$ cat src/rtl/core/ebws_pkg.sv
`default_nettype none
package ebws_pkg;
   localparam int TABLE_DEPTH = 1024;
   localparam int KEY_WIDTH = 32;
   localparam int ADDR_WIDTH = $clog2(TABLE_DEPTH);
   localparam int SIZE_WIDTH = ADDR_WIDTH + 1;
   localparam int GUESS_WIDTH = 32;
   // index span needs ADDR_WIDTH bits, product span*delta
   localparam int PROD_WIDTH = ADDR_WIDTH + KEY_WIDTH;

   localparam logic [1:0] CSR_WINDOW_HALF = 2'd0;
   localparam logic [1:0] CSR_TABLE_SIZE = 2'd1;
   localparam logic [1:0] CSR_SEARCH_MODE = 2'd2;

   localparam logic CMD_LOAD = 1'b0;
   localparam logic CMD_QUERY = 1'b1;

   typedef struct packed {
      logic load_key;
      logic start_query;
      logic issue_lo_read;
      logic issue_hi_read;
      logic issue_probe_read;
      logic capture_lo;
      logic capture_hi;
      logic start_div;
      logic compare_probe;
   } ebws_cmd_type;

   typedef struct packed {
      logic window_empty;
      logic mode_interp;
      logic range_empty;
      logic single_entry;
      logic outside_keys;
      logic keys_equal;
      logic div_done;
      logic probe_hit;
   } ebws_status_type;
endpackage
`default_nettype wire

$ cat src/rtl/core/ebws_control.sv
`default_nettype none
module ebws_control (
   input  wire logic clock,
   input  wire logic reset,
   input  wire logic req_tvalid,
   output logic req_tready,
   input  wire logic req_cmd,
   output logic rsp_tvalid,
   input  wire logic rsp_tready,
   output logic rsp_found,
   input  wire ebws_pkg::ebws_status_type status,
   output ebws_pkg::ebws_cmd_type cmd,
   output logic take_position
);
   localparam logic [3:0] S_IDLE = 4'd0, S_CHECK = 4'd1, S_RDLO = 4'd2, S_RDHI = 4'd3,
      S_TEST = 4'd5, S_WAITDIV = 4'd7, S_CMP = 4'd9, S_DONE = 4'd10;
   logic [3:0] state_ff, state_in;
   logic rsp_valid_ff, rsp_valid_in, found_ff, found_in;
   logic accept;

   assign req_tready = (state_ff == S_IDLE) && !rsp_valid_ff;
   assign accept = req_tvalid && req_tready;

   always_comb begin
      state_in = state_ff;
      rsp_valid_in = rsp_valid_ff && !rsp_tready;
      found_in = found_ff;
      cmd = '0;
      take_position = 1'b0;
      unique case (state_ff)
         S_IDLE: begin
            if (accept) begin
               if (req_cmd == ebws_pkg::CMD_LOAD) cmd.load_key = 1'b1;
               else begin
                  cmd.start_query = 1'b1;
                  state_in = S_CHECK;
               end
            end
         end
         S_CHECK: begin
            if (status.window_empty || status.range_empty) begin
               found_in = 1'b0;
               state_in = S_DONE;
            end else if (status.mode_interp) begin
               cmd.issue_lo_read = 1'b1;
               state_in = S_RDLO;
            end else begin
               cmd.issue_probe_read = 1'b1;
               state_in = S_CMP;
            end
         end
         S_RDLO: begin
            cmd.capture_lo = 1'b1;
            cmd.issue_hi_read = 1'b1;
            state_in = S_RDHI;
         end
         S_RDHI: begin
            cmd.capture_hi = 1'b1;
            state_in = S_TEST;
         end
         S_TEST: begin
            if (status.outside_keys) begin
               found_in = 1'b0;
               state_in = S_DONE;
            end else if (status.single_entry) begin
               // single entry inside bounds means klo equals target
               cmd.issue_probe_read = 1'b1;
               state_in = S_CMP;
            end else if (status.keys_equal) begin
               cmd.issue_probe_read = 1'b1;
               state_in = S_CMP;
            end else begin
               cmd.start_div = 1'b1;
               state_in = S_WAITDIV;
            end
         end
         S_WAITDIV: begin
            if (status.div_done) begin
               cmd.issue_probe_read = 1'b1;
               state_in = S_CMP;
            end
         end
         S_CMP: begin
            cmd.compare_probe = 1'b1;
            if (status.probe_hit) begin
               found_in = 1'b1;
               state_in = S_DONE;
            end else state_in = S_CHECK;
         end
         S_DONE: begin
            if (!rsp_valid_ff) begin
               rsp_valid_in = 1'b1;
               take_position = 1'b1;
               state_in = S_IDLE;
            end
         end
         default: state_in = S_IDLE;
      endcase
   end

   always_ff @(posedge clock) begin
      if (reset) begin
         state_ff <= S_IDLE;
         rsp_valid_ff <= 1'b0;
         found_ff <= 1'b0;
      end else begin
         state_ff <= state_in;
         rsp_valid_ff <= rsp_valid_in;
         found_ff <= found_in;
      end
   end

   assign rsp_tvalid = rsp_valid_ff;
   assign rsp_found = found_ff;

   a_no_accept_busy: assert property (@(posedge clock) disable iff (reset)
      (state_ff != S_IDLE) |-> !req_tready) else $error("accept while busy");
   a_rsp_from_done: assert property (@(posedge clock) disable iff (reset)
      $rose(rsp_tvalid) |-> $past(state_ff) == S_DONE) else $error("stray response");
   a_single_cmd: assert property (@(posedge clock) disable iff (reset)
      $onehot0({cmd.load_key, cmd.start_query, cmd.start_div})) else $error("cmd clash");
endmodule
`default_nettype wire

$ cat config.mk
export PLATFORM = sky130hd
export DESIGN_NAME = ebws_control
export DESIGN_NICKNAME = d
export VERILOG_FILES = /design/src/rtl/core/ebws_pkg.sv /design/src/rtl/core/ebws_control.sv
export SDC_FILE = /design/constraint.sdc
export NUM_CORES = 1
export LEC_CHECK = 0
export ABC_AREA = 1
export ABC_CLOCK_PERIOD_IN_PS = 1750
export BUFFER_PORTS_ARGS = -buffer_cell sky130_fd_sc_hd__buf_2
export CAP_MARGIN = 10
export CORE_MARGIN = 1
export CORE_UTILIZATION = 35
export CTS_CLUSTER_DIAMETER = 80
export DETAILED_ROUTE_END_ITERATION = 12
export PLACE_DENSITY = 0.63
export SYNTH_ARGS = -nofsm -noshare
export SYNTH_HDL_FRONTEND = slang
export SYNTH_SLANG_ARGS = --single-unit
$ cat constraint.sdc
create_clock -name clock -period 1.75 [get_ports clock]
set_clock_uncertainty 0.15 [all_clocks]
set_input_delay 0.2625 -clock clock [delete_from_list [all_inputs] [get_ports clock]]
set_output_delay 0.2625 -clock clock [all_outputs]
set_load 0.03 [all_outputs]
==> summary.txt <==
GRT
  – Initial antenna violation count: 0
  – Largest net degree at the start of global routing: 8
  – First-pass GRT wire length: 2790 µm
  – Global-route usage over all layers: 20.4%
  – GR Overflow Total: 0
  – Vias in the first global route: 652

STA
  – WHS: 81.5 ps
  – Relative slew slack: 82.0%
  – Final number of setup-violating endpoints: 0
  – Slew of the pin with the lowest slew margin: 269 ps
  – Post-route setup slack: 6.71 ps
  – RSZ-0062 raised after global routing: yes
  – Final worst path period share: 99.6%
  – FMAX: 574 MHz
  – Max Transition Viols Final: 0
  – Tmin final: 1740 ps
  – Endpoints failing hold: 0

Cells and area
  – Fillers: 144
  – Layout cells sized above 1: 45.5%
  – Design area: 888 µm²
  – Antenna Cells: 0
  – Area grow syn2layout: 55.0%
  – Final Non-Filler Cells: 150
  – NumNets Final: 149

Logic synthesis
  – Synthesis Warnings: 0
  – Netlist cell types: 21
  – Sequential fraction of the synthesis area: 21.0%
  – Post-synth ARST share: 0%
  – Cells after synthesis: 101
  – Count leader, synth: nand2_1
  – Proportion of netlist area held by the largest area contributor: 21.0%
  – Commonest cells post-synth: 26 x nand2_1, 18 x inv_1, 16 x nor2_1, 6 x dfxtp_1
  – Seq cells post-synth: 6
  – Mean post-synth cell area: 5.67 µm²
  – Netlist Area Pre-Place: 573 µm²
  – Synth top area cells: dfxtp_1 21%, nand2_1 17%, inv_1 12%, nor2_1 10%, nand2_2 4.4%
  – Top_reg_cell synth: dfxtp_1
  – Mapped Nets: 114
  – EDFF count, synth: 0
  – Area leader, netlist: dfxtp_1

Critical path
  – Crit path largest cell delay: 400 ps
  – Critical Path RT: 1340 ps
  – Crit-path max FO: 7
  – WS Path Type: reg2out
  – Most used cell, CP: nor2_4
  – CP max-delay cell: dfxtp_4
  – CP endpoint kind: output port
  – CP cell instances: inv_4, nor2_4, nand2_4, nor2_4, a31oi_1, o21ai_1, buf_4
  – Worst Path Arrival: 1330 ps
  – Startpoint Class: flop

Power and ir drop
  – Sw Pwr: 518 µW
  – Comb pwr share: 65.8%
  – Internal power consumption: 530 µW
  – Clock share of power: 12.0%
  – Reg power frac: 22.2%
  – Power Density: 1180 nW/µm²
  – Sw Share: 49.4%
  – Leakage: 0.000488 µW
  – Peak supply drop: 0.596 mV

Drt
  – Vias/cell: 4.89
  – Residual DRC: 0
  – Routed length per placed instance: 11.7 µm
  – Final WL: 1750 µm
  – Antenna-violating nets left: 0
  – Detailed router's first-iteration violation count: 15
  – Via count: 733
  – Pre-antenna DRT Iters: 4

Die
  – DIE HEIGHT: 42.5 µm
  – Die Area: 1800 µm²
  – Initial core utilization: 37.6%
  – Row count: 14
  – I/O pin count: 26
  – Die Span X: 42.5 µm
  – Core area: 1520 µm²

Place
  – Port Buffer Count: 25
  – Dpl ws: 88.4 ps
  – DP HPWL: 1290 µm
  – Placed Instance Area: 754 µm²
  – Gp weighted congestion: 0.887
  – Inst Count DP: 141

Clock network
  – Clock Sinks: 6
  – CTS max path bufs: 2
  – H-tree depth: 1
  – CTS Buf Count: 3
  – CTS root buf: clkbuf_4
  – Worst skew pair latency: 240 ps
  – Reg clk slew, reported paths: 40 ps
  – CTS tree: done

Hold path
  – HP Class: in2reg

Outcome
  – Status: finished clean

Flow run
  – Max_cap viols: 0
-- worst paths after layout --
path / from / endpoint / slack, ps / cells past startpoint
setup reg to reg: state_ff[0] / state_ff[1] / 170 / 8
setup / recovery: state_ff[0] / cmd[4] / 7 / 7
hold reg to reg: rsp_found / rsp_found / 320 / 2
hold / removal: reset / state_ff[0] / 80 / 2
-- layer usage --
layer  vias to the layer above  GRT usage [%]  share of wire, %
met5                         -              0                 0
met4                         0           9.38               1.4
met3                         4           2.16               4.3
met2                        25           33.2                52
met1                       328           26.8                42
li1                        376              -                 -
-- through the flow --
stage / util, % / TNS, ps / total power [µW]
finish: 58.3 / 0 / 1050
floorplan: - / -14.0 / 659
global route: 58.3 / -130 / 1120
global placement: 49.5 / 0 / 769
detailed placement: 49.5 / 0 / 777
CTS: 52.0 / 0 / 924
-- logic make-up after synthesis --
logic type,share of synthesized area (%)
and+or+nand+nor,49.8
buffers and inverters,15.7
AOI/OAI and AO/OA,13.5
DFF,21.0
-- final cells by class --
cell class | instances | area, µm² | area share, %
clock buffers | 3 | 22.5 | 2.54
inverters | 20 | 87.6 | 9.86
well taps | 16 | 20.0 | 2.25
repair buffers | 32 | 198 | 22.3
multi-input cells | 73 | 428 | 48.2
flip-flops and latches | 6 | 133 | 14.9
-- power by group through the flow --
| stage | registers (µW) | clock network (µW) | logic [µW] |
|---|---|---|---|
| floorplan | 213 | 0 | 447 |
| global placement | 217 | 0 | 552 |
| detailed placement | 217 | 0 | 561 |
| CTS | 224 | 130 | 570 |
| global route | 239 | 136 | 746 |
| finish | 232 | 126 | 690 |
-- flip-flops by register name, indices dropped and copies added, names as in the netlist --
register	cells
state_ff	4
rsp_found	1
rsp_tvalid	1
-- cells in the final DEF, fill, tap and decap left out, drive strengths merged --
master	n
a21oi	5
a31oi	1
buf	32
clkbuf	3
dfxtp	6
inv	20
nand2	31
nand3	4
nand3b	1
nor2	21
nor3	2
nor4	1
o211ai	1
o21a	1
o21ai	4
o21bai	1
-- timing repair --
action / 4_1_cts / 5_1_grt
setup endpoints to repair: 6 / 5
gates resized for setup: 8 / 15
setup buffers: 0 / 6
gates cloned: 0 / 0
hold buffers: 0 / 0
pin swaps: 2 / 3
-- worst max-delay path: cells and delay by family (launching register included) --
kind | cells | cell delay (ps)
AND/OR/NAND/NOR | 3 | 320
flip-flops | 1 | 400
AO/OA/AOI/OAI | 2 | 140
buffers and inverters | 2 | 230
(Power assumes the default switching activity.)
